**src/sv/mm2d_pkg.sv**
```systemverilog
// Shared types, constants and arithmetic helpers for the mipmap level placement core.
package mm2d_pkg;

    localparam int MAX_LEVELS = 15;
    localparam int Q_DEPTH    = 2;
    localparam int QPTR_W     = (Q_DEPTH > 1) ? $clog2(Q_DEPTH) : 1;

    localparam int IN_TDATA_W  = 56;
    localparam int OUT_TDATA_W = 104;

    localparam logic [3:0]  LAST_LEVEL_MAX = 4'(MAX_LEVELS - 1);
    localparam logic [14:0] X_MAX = 15'h7FFF;
    localparam logic [26:0] Y_MAX = 27'h7FF_FFFF;

    // Configuration register indexes.
    localparam logic [2:0] CFG_ALIGN_W = 3'd0;
    localparam logic [2:0] CFG_ALIGN_H = 3'd1;
    localparam logic [2:0] CFG_BLOCK_W = 3'd2;
    localparam logic [2:0] CFG_BLOCK_H = 3'd3;
    localparam logic [2:0] CFG_SLICES  = 3'd4;
    localparam logic [2:0] CFG_MINIFY  = 3'd5;

    typedef struct packed {
        logic [3:0] align_w_log2;
        logic [3:0] align_h_log2;
        logic [2:0] block_w_log2;
        logic [2:0] block_h_log2;
        logic       slices_at_each_lod;
        logic       minify_depth;
    } cfg_t;

    // One classified surface, handed from the front end to the back end.
    typedef struct packed {
        logic [14:0] width;
        logic [14:0] height;
        logic [11:0] depth;
        logic [3:0]  lod_lo;
        logic [3:0]  lod_hi;
        logic        range_error;
        logic [14:0] span_w;
    } job_t;

    typedef struct packed {
        logic [3:0]  level;
        logic [14:0] x_offset;
        logic [26:0] y_offset;
        logic [11:0] level_depth;
        logic [14:0] span_w;
        logic [26:0] span_h;
        logic        last;
        logic        range_error;
    } res_t;

    function automatic logic [16:0] round_up(input logic [16:0] v, input logic [3:0] lg);
        logic [16:0] m;
        m = (17'(1) << lg) - 17'(1);
        return (v + m) & ~m;
    endfunction

    function automatic logic [14:0] halve_w(input logic [14:0] v);
        return (v[14:1] == 14'd0) ? 15'd1 : {1'b0, v[14:1]};
    endfunction

    function automatic logic [11:0] halve_d(input logic [11:0] v);
        return (v[11:1] == 11'd0) ? 12'd1 : {1'b0, v[11:1]};
    endfunction

    // Rows one level occupies: aligned height in blocks, times slices if requested.
    function automatic logic [28:0] img_rows(input logic [14:0] h, input logic [11:0] d,
                                             input cfg_t cfg);
        logic [16:0] a;
        logic [16:0] s;
        a = round_up({2'b00, h}, cfg.align_h_log2);
        s = a >> cfg.block_h_log2;
        return cfg.slices_at_each_lod ? 29'(s) * 29'(d) : 29'(s);
    endfunction

    function automatic logic [14:0] sat_x(input logic [16:0] v);
        return (v > 17'(X_MAX)) ? X_MAX : v[14:0];
    endfunction

    function automatic logic [26:0] sat_y(input logic [31:0] v);
        return (v > 32'(Y_MAX)) ? Y_MAX : v[26:0];
    endfunction

endpackage

```
**src/sv/mm2d_front.sv**
```systemverilog
// Front end: unpacks an incoming surface, checks its level range and sizes the layout width.
module mm2d_front (
    input  logic                                 s_tvalid,
    output logic                                 s_tready,
    input  logic [mm2d_pkg::IN_TDATA_W-1:0]      s_tdata,
    input  mm2d_pkg::cfg_t                       cfg,
    input  logic                                 q_full,
    output logic                                 q_push,
    output mm2d_pkg::job_t                       q_job
);

    logic [14:0] w0;
    logic [3:0]  first_l;
    logic [3:0]  last_raw;
    logic [3:0]  last_c;
    logic [14:0] hw;
    logic [14:0] hhw;
    logic [16:0] tw_base;
    logic [17:0] m1;
    logic [17:0] tw_wide;

    assign w0       = s_tdata[14:0];
    assign first_l  = s_tdata[45:42];
    assign last_raw = s_tdata[49:46];

    assign last_c = (last_raw > mm2d_pkg::LAST_LEVEL_MAX) ? mm2d_pkg::LAST_LEVEL_MAX : last_raw;

    assign hw      = mm2d_pkg::halve_w(w0);
    assign hhw     = mm2d_pkg::halve_w(hw);
    assign tw_base = mm2d_pkg::round_up({2'b00, w0}, {1'b0, cfg.block_w_log2});
    assign m1      = 18'(mm2d_pkg::round_up({2'b00, hw}, cfg.align_w_log2))
                   + 18'(mm2d_pkg::round_up({2'b00, hhw}, {1'b0, cfg.block_w_log2}));

    // With more than one level, the second and third levels must fit side by side.
    assign tw_wide = ((first_l != last_c) && (m1 > 18'(tw_base))) ? m1 : 18'(tw_base);

    always_comb begin
        q_job.width       = w0;
        q_job.height      = s_tdata[29:15];
        q_job.depth       = s_tdata[41:30];
        q_job.lod_lo      = first_l;
        q_job.lod_hi      = last_c;
        q_job.range_error = (first_l > last_c);
        q_job.span_w      = (tw_wide > 18'(mm2d_pkg::X_MAX)) ? mm2d_pkg::X_MAX : tw_wide[14:0];
    end

    assign s_tready = !q_full;
    assign q_push   = s_tvalid && !q_full;

endmodule

```
**src/sv/mm2d_queue.sv**
```systemverilog
// Short job queue between the front end and the back end.
module mm2d_queue (
    input  logic           aclk,
    input  logic           aresetn,
    input  logic           push,
    input  mm2d_pkg::job_t push_job,
    output logic           full,
    input  logic           pop,
    output logic           empty,
    output mm2d_pkg::job_t head
);

    mm2d_pkg::job_t entries_reg [mm2d_pkg::Q_DEPTH];

    logic [mm2d_pkg::QPTR_W-1:0] wr_ptr_reg, wr_ptr_next;
    logic [mm2d_pkg::QPTR_W-1:0] rd_ptr_reg, rd_ptr_next;
    logic [mm2d_pkg::QPTR_W:0]   count_reg, count_next;

    assign full  = (count_reg == (mm2d_pkg::QPTR_W + 1)'(mm2d_pkg::Q_DEPTH));
    assign empty = (count_reg == '0);
    assign head  = entries_reg[rd_ptr_reg];

    always_comb begin
        wr_ptr_next = wr_ptr_reg;
        rd_ptr_next = rd_ptr_reg;
        count_next  = count_reg;
        if (push) begin
            wr_ptr_next = (wr_ptr_reg == mm2d_pkg::QPTR_W'(mm2d_pkg::Q_DEPTH - 1))
                        ? '0 : wr_ptr_reg + mm2d_pkg::QPTR_W'(1);
        end
        if (pop) begin
            rd_ptr_next = (rd_ptr_reg == mm2d_pkg::QPTR_W'(mm2d_pkg::Q_DEPTH - 1))
                        ? '0 : rd_ptr_reg + mm2d_pkg::QPTR_W'(1);
        end
        if (push && !pop) begin
            count_next = count_reg + (mm2d_pkg::QPTR_W + 1)'(1);
        end else if (pop && !push) begin
            count_next = count_reg - (mm2d_pkg::QPTR_W + 1)'(1);
        end
    end

    always_ff @(posedge aclk) begin
        if (!aresetn) begin
            wr_ptr_reg <= '0;
            rd_ptr_reg <= '0;
            count_reg  <= '0;
        end else begin
            wr_ptr_reg <= wr_ptr_next;
            rd_ptr_reg <= rd_ptr_next;
            count_reg  <= count_next;
        end
    end

    always_ff @(posedge aclk) begin
        if (push) begin
            entries_reg[wr_ptr_reg] <= push_job;
        end
    end

endmodule

```
**src/sv/mm2d_back.sv**
```systemverilog
// Back end: walks a job's levels into an output register, one per cycle unless stalled.
module mm2d_back (
    input  logic           aclk,
    input  logic           aresetn,
    input  mm2d_pkg::cfg_t cfg,
    input  logic           q_empty,
    input  mm2d_pkg::job_t q_head,
    output logic           q_pop,
    input  logic           m_tready,
    output logic           m_tvalid,
    output mm2d_pkg::res_t res
);

    localparam logic ST_IDLE = 1'b0;
    localparam logic ST_RUN  = 1'b1;

    logic state_reg, state_next;
    logic m_valid_reg, m_valid_next;

    logic [14:0] w_reg;
    logic [14:0] h_reg;
    logic [11:0] d_reg;
    logic [3:0]  lv_reg;
    logic [3:0]  last_reg;
    logic [3:0]  idx_reg;
    logic        err_reg;
    logic [14:0] tw_reg;
    logic [15:0] x_reg;
    logic [31:0] y_reg;
    logic [31:0] th_reg;
    logic [28:0] img_reg;

    mm2d_pkg::res_t res_reg;

    logic        out_free;
    logic        emit;
    logic        final_level;
    logic [14:0] h_half;
    logic [11:0] d_step;
    logic [14:0] img_h;
    logic [11:0] img_d;
    logic [28:0] img_calc;
    logic [31:0] bottom;
    logic [31:0] th_new;

    assign out_free    = !m_valid_reg || m_tready;
    assign emit        = (state_reg == ST_RUN) && out_free;
    assign final_level = err_reg || (lv_reg == last_reg);
    assign q_pop       = (state_reg == ST_IDLE) && !q_empty;

    assign h_half = mm2d_pkg::halve_w(h_reg);
    assign d_step = cfg.minify_depth ? mm2d_pkg::halve_d(d_reg) : d_reg;

    // The row count is computed one level ahead so the accumulate step sees a register.
    assign img_h    = (state_reg == ST_IDLE) ? q_head.height : h_half;
    assign img_d    = (state_reg == ST_IDLE) ? q_head.depth : d_step;
    assign img_calc = mm2d_pkg::img_rows(img_h, img_d, cfg);

    assign bottom = y_reg + 32'(img_reg);
    assign th_new = (bottom > th_reg) ? bottom : th_reg;

    always_comb begin
        state_next = state_reg;
        unique case (state_reg)
            ST_IDLE: begin
                if (!q_empty) begin
                    state_next = ST_RUN;
                end
            end
            ST_RUN: begin
                if (out_free && final_level) begin
                    state_next = ST_IDLE;
                end
            end
            default: state_next = ST_IDLE;
        endcase
    end

    always_comb begin
        m_valid_next = m_valid_reg;
        if (emit) begin
            m_valid_next = 1'b1;
        end else if (m_tready) begin
            m_valid_next = 1'b0;
        end
    end

    always_ff @(posedge aclk) begin
        if (!aresetn) begin
            state_reg   <= ST_IDLE;
            m_valid_reg <= 1'b0;
        end else begin
            state_reg   <= state_next;
            m_valid_reg <= m_valid_next;
        end
    end

    always_ff @(posedge aclk) begin
        if (q_pop) begin
            w_reg    <= q_head.width;
            h_reg    <= q_head.height;
            d_reg    <= q_head.depth;
            lv_reg   <= q_head.lod_lo;
            last_reg <= q_head.lod_hi;
            err_reg  <= q_head.range_error;
            tw_reg   <= q_head.span_w;
            idx_reg  <= 4'd0;
            x_reg    <= 16'd0;
            y_reg    <= 32'd0;
            th_reg   <= 32'd0;
            img_reg  <= img_calc;
        end else if (emit && !final_level) begin
            w_reg   <= mm2d_pkg::halve_w(w_reg);
            h_reg   <= h_half;
            d_reg   <= d_step;
            lv_reg  <= lv_reg + 4'd1;
            idx_reg <= idx_reg + 4'd1;
            th_reg  <= th_new;
            img_reg <= img_calc;
            // The level after the second steps right; every other level stacks downward.
            if (idx_reg == 4'd1) begin
                x_reg <= x_reg + 16'(mm2d_pkg::round_up({2'b00, w_reg}, cfg.align_w_log2));
            end else begin
                y_reg <= bottom;
            end
        end
    end

    always_ff @(posedge aclk) begin
        if (emit) begin
            res_reg.level <= lv_reg;
            if (err_reg) begin
                res_reg.x_offset    <= '0;
                res_reg.y_offset    <= '0;
                res_reg.level_depth <= '0;
                res_reg.span_w      <= '0;
                res_reg.span_h      <= '0;
                res_reg.last        <= 1'b1;
                res_reg.range_error <= 1'b1;
            end else begin
                res_reg.x_offset    <= mm2d_pkg::sat_x({1'b0, x_reg});
                res_reg.y_offset    <= mm2d_pkg::sat_y(y_reg);
                res_reg.level_depth <= d_reg;
                res_reg.span_w      <= tw_reg;
                res_reg.span_h      <= mm2d_pkg::sat_y(th_new);
                res_reg.last        <= (lv_reg == last_reg);
                res_reg.range_error <= 1'b0;
            end
        end
    end

    assign m_tvalid = m_valid_reg;
    assign res      = res_reg;

endmodule

```
**src/sv/mipmap_2d_level_placement_core.sv**
```systemverilog
// Top level of the mipmap level placement core: configuration registers and stream ports.
//
// For each surface taken on the input stream the core emits one result per mip level
// from the first requested level to the clamped last one, in level order, with tlast on
// the final one; a reversed range yields a single result flagged in tuser. The front end
// sizes the layout width and queues the surface in a two-entry queue, so it takes new
// surfaces while the back end works. The back end loads a surface in its idle state
// and then emits one level per cycle when the output is not stalled; that stepping
// sets the sustained rate. Configuration writes are taken at any time, one per cycle,
// and are meant to happen only while the core is idle.
module mipmap_2d_level_placement_core (
    input  logic                                 aclk,
    input  logic                                 aresetn,
    input  logic                                 cfg_valid,
    output logic                                 cfg_ready,
    input  logic [2:0]                           cfg_index,
    input  logic [7:0]                           cfg_data,
    input  logic                                 s_tvalid,
    output logic                                 s_tready,
    // base_width, base_height, base_depth, lowest level, highest level, zero pad
    input  logic [mm2d_pkg::IN_TDATA_W-1:0]      s_tdata,
    output logic                                 m_tvalid,
    input  logic                                 m_tready,
    // level, x_offset, y_offset, level_depth, layout width, layout height, zero pad
    output logic [mm2d_pkg::OUT_TDATA_W-1:0]     m_tdata,
    output logic                                 m_tlast,
    // range_error
    output logic                                 m_tuser
);

    mm2d_pkg::cfg_t cfg_reg;
    mm2d_pkg::job_t front_job;
    mm2d_pkg::job_t q_head;
    mm2d_pkg::res_t res;

    logic q_push;
    logic q_pop;
    logic q_full;
    logic q_empty;

    assign cfg_ready = 1'b1;

    always_ff @(posedge aclk) begin
        if (!aresetn) begin
            cfg_reg.align_w_log2       <= 4'd2;
            cfg_reg.align_h_log2       <= 4'd1;
            cfg_reg.block_w_log2       <= 3'd0;
            cfg_reg.block_h_log2       <= 3'd0;
            cfg_reg.slices_at_each_lod <= 1'b0;
            cfg_reg.minify_depth       <= 1'b0;
        end else if (cfg_valid) begin
            unique case (cfg_index)
                mm2d_pkg::CFG_ALIGN_W: cfg_reg.align_w_log2       <= cfg_data[3:0];
                mm2d_pkg::CFG_ALIGN_H: cfg_reg.align_h_log2       <= cfg_data[3:0];
                mm2d_pkg::CFG_BLOCK_W: cfg_reg.block_w_log2       <= cfg_data[2:0];
                mm2d_pkg::CFG_BLOCK_H: cfg_reg.block_h_log2       <= cfg_data[2:0];
                mm2d_pkg::CFG_SLICES:  cfg_reg.slices_at_each_lod <= cfg_data[0];
                mm2d_pkg::CFG_MINIFY:  cfg_reg.minify_depth       <= cfg_data[0];
                default: ;
            endcase
        end
    end

    mm2d_front u_front (
        .s_tvalid (s_tvalid),
        .s_tready (s_tready),
        .s_tdata  (s_tdata),
        .cfg      (cfg_reg),
        .q_full   (q_full),
        .q_push   (q_push),
        .q_job    (front_job)
    );

    mm2d_queue u_queue (
        .aclk     (aclk),
        .aresetn  (aresetn),
        .push     (q_push),
        .push_job (front_job),
        .full     (q_full),
        .pop      (q_pop),
        .empty    (q_empty),
        .head     (q_head)
    );

    mm2d_back u_back (
        .aclk     (aclk),
        .aresetn  (aresetn),
        .cfg      (cfg_reg),
        .q_empty  (q_empty),
        .q_head   (q_head),
        .q_pop    (q_pop),
        .m_tready (m_tready),
        .m_tvalid (m_tvalid),
        .res      (res)
    );

    assign m_tdata = {4'b0000, res.span_h, res.span_w, res.level_depth,
                      res.y_offset, res.x_offset, res.level};
    assign m_tlast = res.last;
    assign m_tuser = res.range_error;

`ifndef NO_ASSERTIONS
    // An error result stands alone, so it must also close the surface.
    a_err_is_last: assert property (@(posedge aclk) disable iff (!aresetn)
        m_tvalid && m_tuser |-> m_tlast)
        else $error("range error result without tlast");

    a_err_zero_fields: assert property (@(posedge aclk) disable iff (!aresetn)
        m_tvalid && m_tuser |-> (res.x_offset == '0) && (res.y_offset == '0)
                                && (res.span_w == '0) && (res.span_h == '0))
        else $error("range error result carries placement data");

    // The running height always covers the top edge of the level being reported.
    a_height_covers_level: assert property (@(posedge aclk) disable iff (!aresetn)
        m_tvalid && !m_tuser |-> res.y_offset <= res.span_h)
        else $error("total height below level offset");
`endif

endmodule
```
**config.mk**
```make
export PLATFORM = sky130hd
export DESIGN_NAME = mipmap_2d_level_placement_core
export DESIGN_NICKNAME = d
export VERILOG_FILES = /design/src/sv/mm2d_pkg.sv /design/src/sv/mm2d_front.sv /design/src/sv/mm2d_queue.sv /design/src/sv/mm2d_back.sv /design/src/sv/mipmap_2d_level_placement_core.sv
export SDC_FILE = /design/constraint.sdc
export NUM_CORES = 1
export LEC_CHECK = 0
export BUFFER_PORTS_ARGS = -buffer_cell sky130_fd_sc_hd__buf_4
export CORE_AREA = 5 5 241 243
export CTS_CLUSTER_DIAMETER = 40
export CTS_CLUSTER_SIZE = 10
export DETAILED_ROUTE_END_ITERATION = 12
export DIE_AREA = 0 0 246 248
export GPL_TIMING_DRIVEN = 0
export PLACE_DENSITY = 0.74
export SYNTH_ARGS = -nofsm -noshare
export SYNTH_HDL_FRONTEND = slang
export SYNTH_SLANG_ARGS = --single-unit
```
**constraint.sdc**
```tcl
create_clock -name aclk -period 27.4 [get_ports aclk]
set_input_delay 5.48 -clock aclk [delete_from_list [all_inputs] [get_ports aclk]]
set_output_delay 5.48 -clock aclk [all_outputs]
set_load 0.02 [all_outputs]
```
; Yosys cells after proc, flatten, opt, wreduce, memory -nomap -nowiden
; Memories as Yosys holds them, arrays and structs flattened. A register that Yosys moved wholly into a read port is not among the register bits.
; Cells that the tools add are included.
[word_totals]
ff_bits = 303
ram_bits = 132
in_bits = 72
out_inout_bits = 109
n_memories = 1
[op_classes]
add_sub_neg = 17
mul = 1
n_lt_le_gt_ge = 8
n_eq_ne = 9
n_shift = 4
mux = 40
bitwise_logic = 10
reduce_logical = 34
[mem_list]
columns = memory, words, width, rd, rd_clocked_by_memory_dff, wr, line_no
row1 = u_queue.entries_reg, 2, 66, 1, 1, 1, mm2d_queue.sv:13  ; mm2d_pkg::job_t entries_reg [mm2d_pkg::Q_DEPTH];
[op_table]
columns = cell, count
row1 = $mux 15, 7
row2 = $mux 29, 3
row3 = $and 17x17->17, 4
row4 = $gt 32x27->1 const B, 2
row5 = $logic_not 14->1, 4
row6 = $mux 14, 4
row7 = $mux 27, 2
row8 = $add 15x17->17, 3
row9 = $not 17->17, 3
row10 = $sub 17x2->17 const B, 3
row11 = $mux 12, 4
row12 = $shl 1x4->17 const A, 2
row13 = $add 32x29->32, 1
row14 = $gt 32x32->1, 1
row15 = $mux 32, 1
row16 = $mul 17x12->29, 1
row17 = $add 17x17->18, 1
row18 = $gt 18x15->1 const B, 1
row19 = $gt 18x17->1, 1
row20 = $mux 18, 1
row21 = $add 14x17->17, 1
row22 = $shl 1x3->17 const A, 1
row23 = $shr 17x3->17, 1
row24 = $add 15x16->16, 1
row25 = other kinds (30), 70

; Logic depth before layout (Yosys ltp)
[logic_depth]
ltp_word = 12
ltp_mapped = 40
ltp_nobuf = 37

; Hierarchy
; A second synthesis with hierarchy kept.
[unflattened]
cells_unflattened = 3401
hier_area_um2 = 32980.4
[by_module_without_submodules]
columns = mod, instances, cells_per_inst, area_per_inst_um2, seq_area_each_um2
row1 = mm2d_back, 1, 2489, 22952.0, 7607.3
row2 = mm2d_queue, 1, 227, 4988.5, 4063.9
row3 = mm2d_front, 1, 615, 4331.7, 0.0
row4 = mipmap_2d_level_placement_core, 1, 70, 708.2, 320.3

; Worst setup path after synthesis
; OpenSTA, ideal clock, no wires.
[synth_path]
path_type = input -> register
startpoint = input m_tready
endpoint = register u_back.th_reg[21]
setup_time_ns = 0.117
arrival_time_ns = 12.983
path_slack_ns = 14.300
path_stages = 6
n_path_buf = 0
path_cell_list = nor2b_1 > nor2_1 > nand2_1 > nand2_1 > nand2_1 > a22o_1
[synth_via]
elab_chain_len = 3
[synth_rtl]
columns = element, line_no
row1 = start: declaration, mipmap_2d_level_placement_core.sv:23  ; input logic m_tready,
row2 = $logic_or 1x1->1, mm2d_back.sv:46  ; assign out_free = !m_valid_reg || m_tready;
row3 = $logic_and 1x1->1, mm2d_back.sv:47  ; assign emit = (state_reg == ST_RUN) && out_free;
row4 = net u_back.emit, mm2d_back.sv:36  ; logic emit;
row5 = $logic_and 1x1->1, mm2d_back.sv:112  ; end else if (emit && !final_level) begin
row6 = end signal: assignment, mm2d_back.sv:118  ; th_reg <= th_new;
row7 = end: declaration, mm2d_back.sv:30  ; logic [31:0] th_reg;
; The timed path passes the listed nets, and every way through them passes these cells.
; A chain may end at the register's enable or synchronous reset.

==> summary.md <==
| Metric | Value |
|---|---|
| Worst setup SP type | input pin |
| H-tree level count | 3 |
| Final Hold Fails | 0 |
| Gr usage total | roughly 31% |
| WP data required | 27.78 ns |
| # Max-Cap Violations | 1 |
| Status | finished with violations |
| Initial detailed-routing violation count | 2281 |
| CP max FO | 10 |
| WL met3 | 7.23 mm |
| # IOs | approximately 180 |
| Clock latency on the worst-skew pair | 0.61 ns |
| Commonest non-fill, non-tap cell in the layout | nand2_1 |
| CTS Buffer Depth | 3 |
| Max reg flops | between 100 and 150 |
| Post-CTS Setup Inserts | 0 |
| Total negative slack | 0 ns |
| DRC violation count after routing | 0 |
| Min-delay src | u_back.y_reg[0] |
| Worst slew pin tran | 1.58 ns |
| CP startpoint | s_tdata[12] |
| Async SR Flop Fraction | 0% |
| Die ar. | 0.0610 mm2 |
| Relative slew slack | -6.34% |
| Final net count | 4184 |
| First-pass GRT wire length | about 150 mm |
| Gr ovfl total | 0 |
| Type of the tightest min-delay check | reg2reg |
| Root buffer cell | clkbuf_16 |
| Largest net degree at the start of global routing | 46 |
| Setup CP Type | in2reg |
| CP top delay family | compound AO/OA/AOI/OAI gates |
| Yosys warns | 0 |
| Number of routed nets with antenna violations | 0 |
| Placer Congestion | between 0.9 and 1 |
| Num CTS Buffers | just under 70 |
| Cell mode on critical path | o21ai_0 |
| Top routing layer used | met4 |
| Crit. End Element | flip-flop |
| Top FF cell, synth | edfxtp_1 |
| Post-Synthesis Cells | approximately 3400 |
| Met2 wire length | 45.2 mm |
| Post-route clock skew | between 0.03 and 0.04 ns |
| Total number of vias | 27100 |
| Routed metal-1 wire length | just over 40 mm |
| Vias per Instance | approximately 6.0 |
| Pre-Repair DR Iteration Count | 6 |
| # port buffers | roughly 170 |
| Post-layout min period | approximately 12 ns |
| Rows | 87 |
| Post-CTS resize count | 0 |
| #FFs+latches synth | between 400 and 500 |
| Vias in the first global route | about 27000 |
| Final worst path period share | between 40 and 50% |
| Layout cell share with drive strength beyond 1 | a little under an eighth |
| Hold bufs inserted after CTS | 0 |
| Pins Over Slew Limit | 7 |
| Worst path slowest cell | a2111oi_0 |
| DP Wirelength | 76.2 mm |
| Final setup violation count | 0 |
| Die Width | 246 um |
| Seq/Total Area, Yosys | between 30 and 40% |
| WL final | 96.2 mm |
| Post-synth cell types | ~100 |
| Core Region | approximately 0.056 mm2 |
| Failing checks | capacitance limit, slew limit |
| Starting Density | 59.0% |
| Routed length per placed instance | ~21 um |
| Synth-to-Final Area Change | 14.4% |
| Initial antenna violation count | 2 |
| Max incr delay on CP | 0.42 ns |
| RSZ-0062 raised after global routing | false |
| Number of synthesized flops with an enable pin | 328 |
| Most frequent cells in the layout | 383 x nand2_1, 328 x edfxtp_1, 309 x inv_1 |
| Clk slew on worst S/H paths | approximately 0.05 ns |
| Clk sinks | around 440 |
| Fmax | about 80 MHz |
| CP arrival | around 13 ns |
| Die height | between 200 and 250 um |
| Average size of a mapped cell | between 9 and 10 um2 |
| Layout fillers | 4440 |
| Mapped cell area | about 0.033 mm2 |
| CTS tree | yes |
| Buf/Inv on CP | 3 |
-- stage by stage --
step	instances	utilization [%]	hold slack, ns	worst slack [ns]	cell area [um2]
after floorplan	3453	-	0.424	14.30	33000
after global placement	4374	63.1	0.466	9.87	35100
after detailed placement	4382	63.4	0.460	14.54	35400
after CTS	4503	67.4	0.482	15.16	37600
after global routing	4504	67.5	0.505	14.42	37600
final	4505	67.5	0.479	15.18	37600
-- worst paths after layout --
kind                                     to  slack [ns]  cells past startpoint
setup / recovery  u_queue.entries_reg[0][4]       15.18                     30
hold / removal              u_back.y_reg[0]        0.48                      2
setup reg to reg         u_back.img_reg[28]       15.68                     34
hold reg to reg             u_back.y_reg[0]        0.48                      2
-- per-layer routing --
metal | global-route usage [%] | vias to the layer above
li1 | - | 12600
met1 | 42.0 | 13200
met2 | 52.0 | 1046
met3 | 5.64 | 175
met4 | 9.70 | 0
met5 | 0 | -
-- synth_stat cells (26+ instances only) --
| library cell | number | area (um2) |
|---|---|---|
| mux2i_1 | 74 | 741 |
| and3_1 | 26 | 163 |
| ha_1 | 256 | 3200 |
| xor2_1 | 41 | 359 |
| and2_1 | 54 | 338 |
| a211oi_1 | 32 | 240 |
| fa_1 | 158 | 3160 |
| o31ai_1 | 39 | 293 |
| nand2_1 | 384 | 1440 |
| a21oi_1 | 191 | 956 |
| clkbuf_1 | 136 | 510 |
| a31oi_1 | 48 | 300 |
| nor3_1 | 77 | 385 |
| edfxtp_1 | 328 | 9850 |
| nor2b_1 | 66 | 413 |
| inv_1 | 309 | 1160 |
| o21a_1 | 34 | 255 |
| nand3_1 | 52 | 260 |
| dfxtp_1 | 107 | 2140 |
| nor2_1 | 272 | 1020 |
| o21ai_0 | 146 | 731 |
| mux2_2 | 68 | 766 |
| xnor2_1 | 79 | 692 |
| or3_1 | 29 | 181 |
| a21o_1 | 53 | 398 |
| nand2b_1 | 38 | 238 |
-- worst reg2reg max path: cells and delay by family (launching register included) --
family,cells,cell delay [ns]
compound gates,13,4.26
buf+inv,7,1.84
fa+ha+maj,7,3.13
xor+xnor,1,0.20
flops,1,0.44
simple gates,3,0.39
mux,3,1.16
-- layout make-up --
cell class	instances	area (um2)	share of cell area (%)
antenna	1	2.50	0.00665
buffer	181	746	1.98
clock buffer	87	1850	4.91
clock inverter	34	388	1.03
inverter	312	1170	3.11
multi-input combinational	2525	19100	50.8
sequential	435	12000	31.9
tap	756	946	2.52
timing repair buffer	174	1420	3.79
-- cells by family after synthesis --
| kind of cell | after synthesis | synth area share [%] |
|---|---|---|
| buffers and inverters | 493 | 5.83 |
| adders and majority gates | 414 | 19.4 |
| other | 2 | 0.0228 |
| DFF | 435 | 36.5 |
| AOI/OAI and AO/OA | 727 | 14.7 |
| muxes | 145 | 4.73 |
| and+or+nand+nor | 1093 | 15.6 |
| xor gates and xnor gates | 120 | 3.20 |
Power is not shown: default switching activity piles up to over one toggle a cycle in this logic, so the estimate is an artifact.
